**src/rtl/rtc_pkg.sv**
```systemverilog
// Shared types and constants for the real-time clock block.
// No dependencies; compile first.
package rtc_pkg;

  localparam int CRYSTAL_HZ_DEF = 32768;

  localparam int CFG_IDX_W  = 2;
  localparam int CFG_DATA_W = 16;

  typedef enum logic [1:0] {
    CMD_CRYSTAL_TICK = 2'd0,
    CMD_SECOND_TICK  = 2'd1,
    CMD_CLEAR_STATUS = 2'd2,
    CMD_SET_TIME     = 2'd3
  } rtc_cmd_t;

  typedef enum logic [CFG_IDX_W-1:0] {
    REG_CLOCK_ENABLE = 2'd0,
    REG_EVENT_MASK   = 2'd1
  } rtc_reg_idx_t;

  localparam logic [15:0] FLAG_SECOND    = 16'h0010;
  localparam logic [15:0] FLAG_MINUTE    = 16'h0002;
  localparam logic [15:0] FLAG_HOUR      = 16'h0020;
  localparam logic [15:0] FLAG_DAY       = 16'h0008;
  localparam logic [15:0] MASK_WRITABLE  = 16'hFF3F;
  localparam logic [15:0] GROUP_PERIODIC = 16'hFF00;
  localparam logic [15:0] GROUP_CLOCK    = 16'h003F;

  localparam int NUM_RATES     = 8;
  localparam int LOWEST_RATE   = 4;
  localparam int SEC_PER_MIN   = 60;
  localparam int MIN_PER_HOUR  = 60;
  localparam int HOURS_PER_DAY = 24;

endpackage

```
**src/rtl/rtc_if.sv**
```systemverilog
// Valid/ready channel interfaces for the real-time clock: request input,
// result output and configuration write. Depends on rtc_pkg for widths.
interface rtc_in_if;
  logic        valid;
  logic        ready;
  logic [1:0]  cmd;
  logic [15:0] clear_mask;
  logic [4:0]  new_hours;
  logic [5:0]  new_minutes;
  logic [5:0]  new_seconds;
  logic [8:0]  new_days;

  modport source (output valid, cmd, clear_mask, new_hours, new_minutes,
                  new_seconds, new_days, input ready);
  modport sink   (input valid, cmd, clear_mask, new_hours, new_minutes,
                  new_seconds, new_days, output ready);
endinterface

interface rtc_out_if;
  logic        valid;
  logic        ready;
  logic [15:0] event_status;
  logic        periodic_irq;
  logic        clock_irq;
  logic [4:0]  hours_now;
  logic [5:0]  minutes_now;
  logic [5:0]  seconds_now;
  logic [8:0]  days_now;

  modport source (output valid, event_status, periodic_irq, clock_irq,
                  hours_now, minutes_now, seconds_now, days_now, input ready);
  modport sink   (input valid, event_status, periodic_irq, clock_irq,
                  hours_now, minutes_now, seconds_now, days_now, output ready);
endinterface

interface rtc_cfg_if;
  logic                           valid;
  logic                           ready;
  logic [rtc_pkg::CFG_IDX_W-1:0]  index;
  logic [rtc_pkg::CFG_DATA_W-1:0] data;

  modport source (output valid, index, data, input ready);
  modport sink   (input valid, index, data, output ready);
endinterface

```
**src/rtl/rtc_with_periodic_interrupts_top.sv**
```systemverilog
// Top level of the real-time clock with periodic interrupts.
// Depends on rtc_pkg and the channel interfaces in rtc_if.sv.
//
// One request is taken every cycle whenever the result side keeps up. It passes
// the input register, then the result register, and the clock state is updated
// as it moves from the first into the second. Crystal ticks drive one phase
// counter per periodic rate, each wrapping at CRYSTAL_HZ/rate and restarted on
// the one-second wrap of the tick counter. Configuration writes are always
// accepted and must be issued only while no request is in flight.
module rtc_with_periodic_interrupts_top #(
  parameter int CRYSTAL_HZ = rtc_pkg::CRYSTAL_HZ_DEF
) (
  input logic       clk,
  input logic       rst_n,
  rtc_in_if.sink    in_ch,
  rtc_out_if.source out_ch,
  rtc_cfg_if.sink   cfg_ch
);
  import rtc_pkg::*;

  localparam int TICK_W = $clog2(CRYSTAL_HZ);

  // configuration
  logic        clock_enable_r;
  logic [15:0] event_mask_r;

  // input register
  logic        s1_valid_r;
  logic [1:0]  s1_cmd_r;
  logic [15:0] s1_clear_r;
  logic [4:0]  s1_hours_r;
  logic [5:0]  s1_minutes_r;
  logic [5:0]  s1_seconds_r;
  logic [8:0]  s1_days_r;

  // clock state
  logic [TICK_W-1:0] tick_r, tick_nxt;
  logic [4:0]  hours_r, hours_nxt;
  logic [5:0]  minutes_r, minutes_nxt;
  logic [5:0]  seconds_r, seconds_nxt;
  logic [8:0]  days_r, days_nxt;
  logic [15:0] status_r, status_nxt;
  logic        per_pend_r, per_pend_nxt;
  logic        clk_pend_r, clk_pend_nxt;

  // result register
  logic        out_valid_r;
  logic [15:0] o_status_r;
  logic        o_per_r, o_clk_r;
  logic [4:0]  o_hours_r;
  logic [5:0]  o_minutes_r, o_seconds_r;
  logic [8:0]  o_days_r;

  logic advance;
  logic in_fire;
  logic do_crystal;
  logic tick_wrap;
  logic [NUM_RATES-1:0] rate_hit;

  assign advance    = !out_valid_r || out_ch.ready;
  assign in_ch.ready = !s1_valid_r || advance;
  assign in_fire    = in_ch.valid && in_ch.ready;
  assign cfg_ch.ready = 1'b1;

  assign do_crystal = s1_valid_r && advance && (rtc_cmd_t'(s1_cmd_r) == CMD_CRYSTAL_TICK);
  assign tick_wrap  = ({1'b0, tick_r} >= (TICK_W+1)'(CRYSTAL_HZ - 1));

  // one phase counter per periodic rate: tracks tick count modulo the period
  for (genvar g = 0; g < NUM_RATES; g++) begin : g_rate
    localparam int DIV = CRYSTAL_HZ / (LOWEST_RATE << g);
    localparam int PW  = (DIV > 1) ? $clog2(DIV) : 1;
    logic [PW-1:0] phase_r, phase_nxt;

    always_comb begin
      if (tick_wrap || phase_r == PW'(DIV - 1)) begin
        phase_nxt = '0;
      end else begin
        phase_nxt = phase_r + PW'(1);
      end
    end

    assign rate_hit[g] = (phase_nxt == '0);

    always_ff @(posedge clk) begin
      if (!rst_n) begin
        phase_r <= '0;
      end else if (do_crystal) begin
        phase_r <= phase_nxt;
      end
    end
  end

  always_comb begin
    logic [6:0]  sec_inc;
    logic [6:0]  min_inc;
    logic [5:0]  hour_inc;
    logic [15:0] raised;

    tick_nxt     = tick_r;
    hours_nxt    = hours_r;
    minutes_nxt  = minutes_r;
    seconds_nxt  = seconds_r;
    days_nxt     = days_r;
    status_nxt   = status_r;
    per_pend_nxt = per_pend_r;
    clk_pend_nxt = clk_pend_r;
    sec_inc      = {1'b0, seconds_r} + 7'd1;
    min_inc      = {1'b0, minutes_r} + 7'd1;
    hour_inc     = {1'b0, hours_r} + 6'd1;
    raised       = '0;

    case (rtc_cmd_t'(s1_cmd_r))
      CMD_CRYSTAL_TICK: begin
        tick_nxt = tick_wrap ? '0 : tick_r + TICK_W'(1);
        raised   = {rate_hit, 8'h00} & event_mask_r;
        if (raised != '0) begin
          status_nxt   = status_r | raised;
          per_pend_nxt = 1'b1;
        end
      end
      CMD_SECOND_TICK: begin
        if (clock_enable_r) begin
          raised = FLAG_SECOND;
          if (sec_inc >= 7'(SEC_PER_MIN)) begin
            seconds_nxt = '0;
            raised      = raised | FLAG_MINUTE;
            if (min_inc >= 7'(MIN_PER_HOUR)) begin
              minutes_nxt = '0;
              raised      = raised | FLAG_HOUR;
              if (hour_inc >= 6'(HOURS_PER_DAY)) begin
                hours_nxt = '0;
                days_nxt  = days_r + 9'd1;
                raised    = raised | FLAG_DAY;
              end else begin
                hours_nxt = hour_inc[4:0];
              end
            end else begin
              minutes_nxt = min_inc[5:0];
            end
          end else begin
            seconds_nxt = sec_inc[5:0];
          end
          raised = raised & event_mask_r;
          if (raised != '0) begin
            status_nxt   = status_r | raised;
            clk_pend_nxt = 1'b1;
          end
        end
      end
      CMD_CLEAR_STATUS: begin
        status_nxt = status_r & ~s1_clear_r;
        if ((status_nxt & GROUP_PERIODIC) == '0) per_pend_nxt = 1'b0;
        if ((status_nxt & GROUP_CLOCK) == '0) clk_pend_nxt = 1'b0;
      end
      default: begin
        hours_nxt   = s1_hours_r;
        minutes_nxt = s1_minutes_r;
        seconds_nxt = s1_seconds_r;
        days_nxt    = s1_days_r;
      end
    endcase
  end

  // configuration writes
  always_ff @(posedge clk) begin
    if (!rst_n) begin
      clock_enable_r <= 1'b1;
      event_mask_r   <= '0;
    end else if (cfg_ch.valid && cfg_ch.ready) begin
      unique case (cfg_ch.index)
        REG_CLOCK_ENABLE: clock_enable_r <= cfg_ch.data[0];
        REG_EVENT_MASK:   event_mask_r   <= cfg_ch.data & MASK_WRITABLE;
        default: ;
      endcase
    end
  end

  // input register: hold while the result side stalls
  always_ff @(posedge clk) begin
    if (!rst_n) begin
      s1_valid_r <= 1'b0;
    end else if (in_ch.ready) begin
      s1_valid_r <= in_ch.valid;
    end
  end

  always_ff @(posedge clk) begin
    if (in_fire) begin
      s1_cmd_r     <= in_ch.cmd;
      s1_clear_r   <= in_ch.clear_mask;
      s1_hours_r   <= in_ch.new_hours;
      s1_minutes_r <= in_ch.new_minutes;
      s1_seconds_r <= in_ch.new_seconds;
      s1_days_r    <= in_ch.new_days;
    end
  end

  // state advances as the request moves into the result register
  always_ff @(posedge clk) begin
    if (!rst_n) begin
      tick_r     <= '0;
      hours_r    <= '0;
      minutes_r  <= '0;
      seconds_r  <= '0;
      days_r     <= '0;
      status_r   <= '0;
      per_pend_r <= 1'b0;
      clk_pend_r <= 1'b0;
    end else if (s1_valid_r && advance) begin
      tick_r     <= tick_nxt;
      hours_r    <= hours_nxt;
      minutes_r  <= minutes_nxt;
      seconds_r  <= seconds_nxt;
      days_r     <= days_nxt;
      status_r   <= status_nxt;
      per_pend_r <= per_pend_nxt;
      clk_pend_r <= clk_pend_nxt;
    end
  end

  always_ff @(posedge clk) begin
    if (!rst_n) begin
      out_valid_r <= 1'b0;
    end else if (advance) begin
      out_valid_r <= s1_valid_r;
    end
  end

  always_ff @(posedge clk) begin
    if (s1_valid_r && advance) begin
      o_status_r  <= status_nxt;
      o_per_r     <= per_pend_nxt;
      o_clk_r     <= clk_pend_nxt;
      o_hours_r   <= hours_nxt;
      o_minutes_r <= minutes_nxt;
      o_seconds_r <= seconds_nxt;
      o_days_r    <= days_nxt;
    end
  end

  assign out_ch.valid        = out_valid_r;
  assign out_ch.event_status = o_status_r;
  assign out_ch.periodic_irq = o_per_r;
  assign out_ch.clock_irq    = o_clk_r;
  assign out_ch.hours_now    = o_hours_r;
  assign out_ch.minutes_now  = o_minutes_r;
  assign out_ch.seconds_now  = o_seconds_r;
  assign out_ch.days_now     = o_days_r;

endmodule
```
**src/flat_wrapper.sv**
```systemverilog
// flat-port wrapper written by rule: the top's interface ports become plain ports
module rtc_with_periodic_interrupts_top_flat import rtc_pkg::*;
#(
  parameter int CRYSTAL_HZ = rtc_pkg::CRYSTAL_HZ_DEF
)
  (clk, rst_n, in_ch_valid, in_ch_cmd, in_ch_clear_mask, in_ch_new_hours, in_ch_new_minutes, in_ch_new_seconds, in_ch_new_days, in_ch_ready, out_ch_valid, out_ch_event_status, out_ch_periodic_irq, out_ch_clock_irq, out_ch_hours_now, out_ch_minutes_now, out_ch_seconds_now, out_ch_days_now, out_ch_ready, cfg_ch_valid, cfg_ch_index, cfg_ch_data, cfg_ch_ready);
  rtc_in_if in_ch_i ();
  rtc_out_if out_ch_i ();
  rtc_cfg_if cfg_ch_i ();
  input logic clk;
  input logic rst_n;
  input wire logic [$bits(in_ch_i.valid)-1:0] in_ch_valid;
  input wire logic [$bits(in_ch_i.cmd)-1:0] in_ch_cmd;
  input wire logic [$bits(in_ch_i.clear_mask)-1:0] in_ch_clear_mask;
  input wire logic [$bits(in_ch_i.new_hours)-1:0] in_ch_new_hours;
  input wire logic [$bits(in_ch_i.new_minutes)-1:0] in_ch_new_minutes;
  input wire logic [$bits(in_ch_i.new_seconds)-1:0] in_ch_new_seconds;
  input wire logic [$bits(in_ch_i.new_days)-1:0] in_ch_new_days;
  output wire logic [$bits(in_ch_i.ready)-1:0] in_ch_ready;
  output wire logic [$bits(out_ch_i.valid)-1:0] out_ch_valid;
  output wire logic [$bits(out_ch_i.event_status)-1:0] out_ch_event_status;
  output wire logic [$bits(out_ch_i.periodic_irq)-1:0] out_ch_periodic_irq;
  output wire logic [$bits(out_ch_i.clock_irq)-1:0] out_ch_clock_irq;
  output wire logic [$bits(out_ch_i.hours_now)-1:0] out_ch_hours_now;
  output wire logic [$bits(out_ch_i.minutes_now)-1:0] out_ch_minutes_now;
  output wire logic [$bits(out_ch_i.seconds_now)-1:0] out_ch_seconds_now;
  output wire logic [$bits(out_ch_i.days_now)-1:0] out_ch_days_now;
  input wire logic [$bits(out_ch_i.ready)-1:0] out_ch_ready;
  input wire logic [$bits(cfg_ch_i.valid)-1:0] cfg_ch_valid;
  input wire logic [$bits(cfg_ch_i.index)-1:0] cfg_ch_index;
  input wire logic [$bits(cfg_ch_i.data)-1:0] cfg_ch_data;
  output wire logic [$bits(cfg_ch_i.ready)-1:0] cfg_ch_ready;
  assign in_ch_i.valid = in_ch_valid;
  assign in_ch_i.cmd = in_ch_cmd;
  assign in_ch_i.clear_mask = in_ch_clear_mask;
  assign in_ch_i.new_hours = in_ch_new_hours;
  assign in_ch_i.new_minutes = in_ch_new_minutes;
  assign in_ch_i.new_seconds = in_ch_new_seconds;
  assign in_ch_i.new_days = in_ch_new_days;
  assign in_ch_ready = in_ch_i.ready;
  assign out_ch_valid = out_ch_i.valid;
  assign out_ch_event_status = out_ch_i.event_status;
  assign out_ch_periodic_irq = out_ch_i.periodic_irq;
  assign out_ch_clock_irq = out_ch_i.clock_irq;
  assign out_ch_hours_now = out_ch_i.hours_now;
  assign out_ch_minutes_now = out_ch_i.minutes_now;
  assign out_ch_seconds_now = out_ch_i.seconds_now;
  assign out_ch_days_now = out_ch_i.days_now;
  assign out_ch_i.ready = out_ch_ready;
  assign cfg_ch_i.valid = cfg_ch_valid;
  assign cfg_ch_i.index = cfg_ch_index;
  assign cfg_ch_i.data = cfg_ch_data;
  assign cfg_ch_ready = cfg_ch_i.ready;
  rtc_with_periodic_interrupts_top #(.CRYSTAL_HZ(CRYSTAL_HZ)) u_core (.clk(clk), .rst_n(rst_n), .in_ch(in_ch_i), .out_ch(out_ch_i), .cfg_ch(cfg_ch_i));
endmodule
```
**config.mk**
```make
export PLATFORM = sky130hd
export DESIGN_NAME = rtc_with_periodic_interrupts_top_flat
export DESIGN_NICKNAME = d
export VERILOG_FILES = /design/src/rtl/rtc_pkg.sv /design/src/rtl/rtc_if.sv /design/src/rtl/rtc_with_periodic_interrupts_top.sv /design/src/flat_wrapper.sv
export SDC_FILE = /design/constraint.sdc
export NUM_CORES = 1
export LEC_CHECK = 0
export ABC_AREA = 1
export ABC_CLOCK_PERIOD_IN_PS = 5200
export CAP_MARGIN = 20
export CORE_MARGIN = 2
export CORE_UTILIZATION = 36
export DETAILED_ROUTE_END_ITERATION = 6
export DONT_BUFFER_PORTS = 1
export GPL_ROUTABILITY_DRIVEN = 0
export PLACE_DENSITY = 0.48
export REMOVE_ABC_BUFFERS = 1
export SYNTH_ARGS = -nofsm -noshare
export SYNTH_HDL_FRONTEND = slang
export SYNTH_SLANG_ARGS = --single-unit
```
**constraint.sdc**
```tcl
create_clock -name clk -period 5.2 [get_ports clk]
set_input_delay 1.04 -clock clk [delete_from_list [all_inputs] [get_ports clk]]
set_output_delay 1.04 -clock clk [all_outputs]
set_load 0.01 [all_outputs]
```
# Word-level counts from Yosys, hierarchy flattened
# Cells that the tools add are included.
[op_classes] add_sub_neg=13 n_lt_le_gt_ge=4 n_eq_ne=11 n_mux=42 bitwise_logic=6 n_reduce_logical=33
[op_table] cell="$mux 16" n=7
[op_table] cell="$and 16x16->16" n=3
[op_table] cell="$pmux 16 s3" n=1
[op_table] cell="$mux 9" n=5
[op_table] cell="$mux 6" n=6
[op_table] cell="$logic_not 16->1" n=2
[op_table] cell="$or 16x16->16" n=2
[op_table] cell="$reduce_bool 16->1" n=2
[op_table] cell="$pmux 6 s2" n=2
[op_table] cell="$mux 5" n=4
[op_table] cell="$add 9x1->9 const B" n=2
[op_table] cell="$pmux 9 s2" n=1
[op_table] cell="$not 16->16" n=1
[op_table] cell="$add 15x1->15 const B" n=1
[op_table] cell="$ge 15x15->1 const B" n=1
[op_table] cell="$mux 15" n=1
[op_table] cell="$add 6x1->7 const B" n=2
[op_table] cell="$ge 7x6->1 const B" n=2
[op_table] cell="$add 13x1->13 const B" n=1
[op_table] cell="$eq 13x13->1 const B" n=1
[op_table] cell="$logic_not 13->1" n=1
[op_table] cell="$mux 13" n=1
[op_table] cell="$add 12x1->12 const B" n=1
[op_table] cell="$eq 12x12->1 const B" n=1
[op_table] cell="other kinds (37)" n=58
[word_totals] register_bits=240 inputBits=67 output_inout_bits=47 wordCells=142

# Depth between registers and ports, before layout
[depth] depth_word=12 depth_mapped=17 depth_no_buf=17

# Worst setup path before layout
# OpenSTA, ideal clock, no wires.
[synth_path] kind="input -> register" start="in out_ch_ready" end="reg u_core.o_clk_r, in the netlist u_core.out_ch.clock_irq, enable pin" setup_time_ps=425 arrival_time_ps=2815 required_time_ps=4775 slack_ps=1960 stages=5 n_path_buf=1 cell_sequence="inv_1 nand2_1 nand2_1 inv_2 clkbuf_1"
[synth_between] elab_chain_len=2
[synth_rtl] item="start: declaration" line_no="flat_wrapper.sv:28" text="input wire logic [$bits(out_ch_i.ready)-1:0] out_ch_ready;"
[synth_rtl] item="$logic_or 1x1->1" line_no="rtc_with_periodic_interrupts_top.sv:60" text="assign advance = !out_valid_r || out_ch.ready;"
[synth_rtl] item="$logic_and 1x1->1" line_no="rtc_with_periodic_interrupts_top.sv:230" text="if (s1_valid_r && advance) begin"
[synth_rtl] item="end signal: assignment" line_no="rtc_with_periodic_interrupts_top.sv:233" text="o_clk_r <= clk_pend_nxt;"
[synth_rtl] item="end: declaration" line_no="rtc_with_periodic_interrupts_top.sv:49" text="logic o_per_r, o_clk_r;"
# Every way passes these cells.
# A chain may end at the register's enable or synchronous reset.

# Worst setup path after layout
[layout_path] start="reg u_core.tick_r[0]" end="reg u_core.o_per_r, in the netlist u_core.out_ch.periodic_irq, data pin"
[layout_between] elab_chain_len=8 elab_cells_between_ends=29
[layout_rtl] item="start: declaration" line_no="rtc_with_periodic_interrupts_top.sv:37" text="logic [TICK_W-1:0] tick_r, tick_nxt;"
[layout_rtl] item="start signal: assignment" line_no="rtc_with_periodic_interrupts_top.sv:210" text="tick_r <= tick_nxt;"
[layout_rtl] item="$ge 15x15->1 (*)" line_no="rtc_with_periodic_interrupts_top.sv:66" text="assign tick_wrap = ({1'b0, tick_r} >= (TICK_W+1)'(CRYSTAL_HZ - 1));"
[layout_rtl] item="$logic_or 1x1->1" line_no="rtc_with_periodic_interrupts_top.sv:75" text="if (tick_wrap || phase_r == PW'(DIV - 1)) begin"
[layout_rtl] item="$mux 13 (tied with other cells)" line_no="rtc_with_periodic_interrupts_top.sv:75"
[layout_rtl] item="$logic_not 13->1 (tied with other cells)" line_no="rtc_with_periodic_interrupts_top.sv:82" text="assign rate_hit[g] = (phase_nxt == '0);"
[layout_rtl] item="$and 16x16->16 (*)" line_no="rtc_with_periodic_interrupts_top.sv:115" text="raised = {rate_hit, 8'h00} & event_mask_r;"
[layout_rtl] item="$reduce_bool 16->1 (*)" line_no="rtc_with_periodic_interrupts_top.sv:116" text="if (raised != '0) begin"
[layout_rtl] item="$mux 1 (*)" line_no="rtc_with_periodic_interrupts_top.sv:116"
[layout_rtl] item="$pmux 1 s2 (*)" line_no="rtc_with_periodic_interrupts_top.sv:112" text="case (rtc_cmd_t'(s1_cmd_r))"
[layout_rtl] item="named net u_core.per_pend_nxt" line_no="rtc_with_periodic_interrupts_top.sv:43" text="logic per_pend_r, per_pend_nxt;"
[layout_rtl] item="end signal: assignment" line_no="rtc_with_periodic_interrupts_top.sv:232" text="o_per_r <= per_pend_nxt;"
[layout_rtl] item="end: declaration" line_no="rtc_with_periodic_interrupts_top.sv:49"
# Mark *: on every way through the listed nets, which the timed path passes. The rest lies on a longest branch.

==> key figures <==
Synthesis
  – Mapped cell area: 12400 um^2
  – Top FF cell, synth: dfxtp_1
  – EDFF count, synth: 88
  – Synth async-reset ratio: 0%
  – Count of cell types in the netlist: 49
  – Mean Syn Cell Area: 7.53 um^2
  – Seq cells post-synth: 238
  – Post-synthesis cell count: 1641
  – Sequential area share after synthesis: 45.7%
  – Ys Warns: 0

Clock network
  – TritonCTS buffer count: 28
  – Clk root buf: clkbuf_16
  – CTS H-tree depth: 1
  – Postcts setup bufs: 0
  – CTS tree: done
  – Hold_buf cts: 0
  – CTS max path bufs: 3
  – Post-cts sizing count: 0
  – Clock-pin slew on the worst setup and hold paths: 0.06 ns
  – Worst skew pair latency: 0.56 ns
  – Clock sinks: 238

Worst setup path
  – Critical Path Start Type: flip-flop
  – Worst EP required: 5.52 ns
  – Crit path max fanout: 7
  – WP buf/inv: 1
  – RR Startpoint: u_core.tick_r[0]
  – Cell mode on critical path: nor2_1
  – Setup CP Type: flip-flop to flip-flop
  – Critical-path top delay cell: nor2_1
  – Worst Setup SP: u_core.tick_r[0]
  – Critical Path, Cell by Cell: ha_1, nand3_1, nor2_1, nand2_1, nand2_1, nor2_1, nand3_1, nand4_1, nor2_1, nor2_1, nand3_1, nand2_1, inv_1
  – CP delay by family, top: simple AND/OR/NAND/NOR gates
  – Critical Path AT: 3.16 ns
  – Largest stage delay, worst path: 0.47 ns
  – CP endpoint kind: flip-flop

Global route
  – Initial antenna violation count: 3
  – Largest net degree at the start of global routing: 124
  – First-pass GRT wire length: 53100 um
  – Overflow after GRT: 0
  – GRT Total Usage: 18.3%
  – Vias in the first global route: 9833

Floorplan
  – Die Y: 189 um
  – Core area: 33700 um^2
  – Starting Density: 36.7%
  – Row Count: 67
  – Die area: 35800 um^2
  – I/O pin total: 114
  – Die width: 189 um

Timing
  – Layout Skew: 0.0188 ns
  – Worst slew pin tran: 1.06 ns
  – Final Hold Viols: 0
  – Fmax: 0.352 GHz
  – Unrepaired setup endpoints after global routing: false
  – Setup_tns: 0 ns
  – Max-slew violation count: 0
  – Final setup vio count: 0
  – Final Cycle Share: 54.6%
  – Fin crit period: 2.84 ns
  – Relative slew slack: 29.3%

Detailed routing
  – First-pass DRT Iterations: 7
  – Initial DRC count: 617
  – Routed WL per cell: 15.8 um
  – Via density: 5.06
  – Final antenna-violating net count: 0
  – Residual DRC: 0
  – Vias: 10600
  – Final Routed Wirelength: 33100 um

Flow run
  – Max-cap violations: 0

Power
  – LEAKAGE: 5.77 nW
  – Power Density: 327 nW/um^2
  – VDD IR max: 0.000257 V

Finish
  – Synth-to-layout area growth: 11.3%
  – Filler cells: 3500
  – Final #Nets: 1707
  – Ratio of cells with drive above 1 in the final layout: 5.96%
  – Layout Utilization: 40.8%

Place
  – Port Buffer Count: 0
  – DP Wirelength: 21800 um

Worst hold path
  – Hold path start: u_core.status_r[7]
  – Hold/Removal Path Class: flip-flop to flip-flop

Status
  – Status: complete, no violations
stage by stage:
stage          instances  setup WS (ns)  hold WS, ns  power, mW  cell area [um^2]
6_report            2092           2.36        0.457       4.49             13800
5_1_grt             2091           2.12        0.481       4.69             13800
4_1_cts             2090           2.34        0.456       4.55             13700
3_5_place_dp        2038           1.86        0.444       2.47             12700
3_3_place_gp        2038           1.86        0.437       2.47             12700
2_1_floorplan       1579        -0.0946        0.428       2.36             12100
per-layer routing:
layer  wire (um)  part of all wire [%]  track usage (%)  vias to the layer above
met5          24                 0.073                0                        -
met4         596                   1.8             4.08                        4
met3        1650                   5.0             3.21                       43
met2       14100                    43             28.0                      197
met1       16700                    51             26.9                     4907
li1            -                     -                -                     5436
worst reg2reg max path: cells and delay by family, from the launching register on:
family | cells | cell delay [ns]
buf+inv | 1 | 0.04
fa+ha+maj | 1 | 0.23
simple gates | 11 | 1.99
flops | 1 | 0.34
placed cells by master (no fill, tap or decap), types with 2 or more instances in the layout:
master and count:
o211ai_1 7, dfxtp_1 150, o21bai_1 6, clkbuf_1 6, or2_2 16, o21ai_2 2
a21oi_2 4, nor3b_1 3, a31oi_1 6, clkinv_1 3, o21ai_1 6, inv_2 4
o21ai_0 171, ha_1 19, nand4_1 22, o22ai_1 5, clkinv_2 6, nor2_1 176
nand2_4 3, nand3_2 3, xor2_1 35, o31ai_1 4, bufinv_16 5, xnor2_1 4
nor4_1 2, clkinvlp_4 2, inv_1 203, nor2_4 2, a21oi_1 151, nand2_2 4
nor3_2 2, edfxtp_1 88, buf_4 11, a211oi_1 16, nor3_1 18, o211a_1 10
clkbuf_16 28, nand3_1 109, nand2_1 315
flip-flops by register name, indices dropped and copies added, names as in the netlist, 6 cells and up:
register                    cells
u_core.tick_r                  15
u_core.status_r                16
u_core.s1_clear_r              16
u_core.s1_minutes_r             6
u_core.out_ch.seconds_now       6
u_core.days_r                   9
u_core.minutes_r                6
u_core.s1_seconds_r             6
u_core.g_rate.phase_r          76
u_core.out_ch.days_now          9
u_core.out_ch.event_status     16
u_core.out_ch.minutes_now       6
u_core.event_mask_r            12
u_core.s1_days_r                9
u_core.seconds_r                6
path summary, 6_finish.rpt:
path | to | slack [ns] | cells past startpoint
setup / recovery | u_core.out_ch.periodic_irq | 2.36 | 13
hold reg to reg | u_core.status_r[7] | 0.46 | 2
hold / removal | u_core.status_r[7] | 0.46 | 2
setup reg to reg | u_core.out_ch.periodic_irq | 2.36 | 13
cell families (layout without fill, tap and decap cells):
family	after synthesis	in the layout	synth area share (%)
other cells	1	2	0.0303
flops	238	238	45.7
compound gates	395	395	17.6
simple gates	679	679	23.6
xor+xnor	39	39	2.76
fa+ha+maj	19	19	1.92
buf+inv	270	272	8.43
final cells by class:
class,count,area [um^2],share of cell area (%)
diodes,1,2.50,0.0182
clock buffers,35,737,5.36
clock inverters,17,236,1.72
inverters,208,783,5.70
multi-input cells,1133,5680,41.3
flip-flops and latches,238,5650,41.0
well taps,448,561,4.08
repair buffers,12,110,0.801
power breakdown:
part / switching [mW] / internal [mW] / total, mW
registers: 0.0804 / 2.03 / 2.11
clock network: 0.805 / 1.26 / 2.06
logic: 0.215 / 0.107 / 0.321
total: 1.10 / 3.39 / 4.49
Yosys cell counts (2+ instances only):
library cell	count	share of area (%)
a31oi_1	6	0.30
a21oi_2	4	0.28
inv_1	204	6.2
nor3_2	2	0.16
edfxtp_1	88	21
o21ai_0	171	6.9
o211a_1	10	0.81
o22ai_1	5	0.25
or2_2	16	0.81
o21ai_2	2	0.14
nand3_1	109	4.4
nor2_1	176	5.3
xnor2_1	4	0.28
o211ai_1	7	0.43
nand2_4	3	0.27
a211oi_1	16	0.97
nand3_2	3	0.24
nor3b_1	3	0.18
xor2_1	35	2.5
ha_1	19	1.9
o21bai_1	6	0.36
inv_2	4	0.12
nor3_1	18	0.73
o31ai_1	4	0.24
clkbuf_1	47	1.4
dfxtp_1	150	24
buf_4	2	0.12
nand2_1	315	9.6
nand2_2	4	0.20
a21oi_1	151	6.1
o21ai_1	6	0.24
buf_2	11	0.45
nor2_2	2	0.10
nand4_1	22	1.1
nor4_1	2	0.10
(Power assumes the default switching activity.)
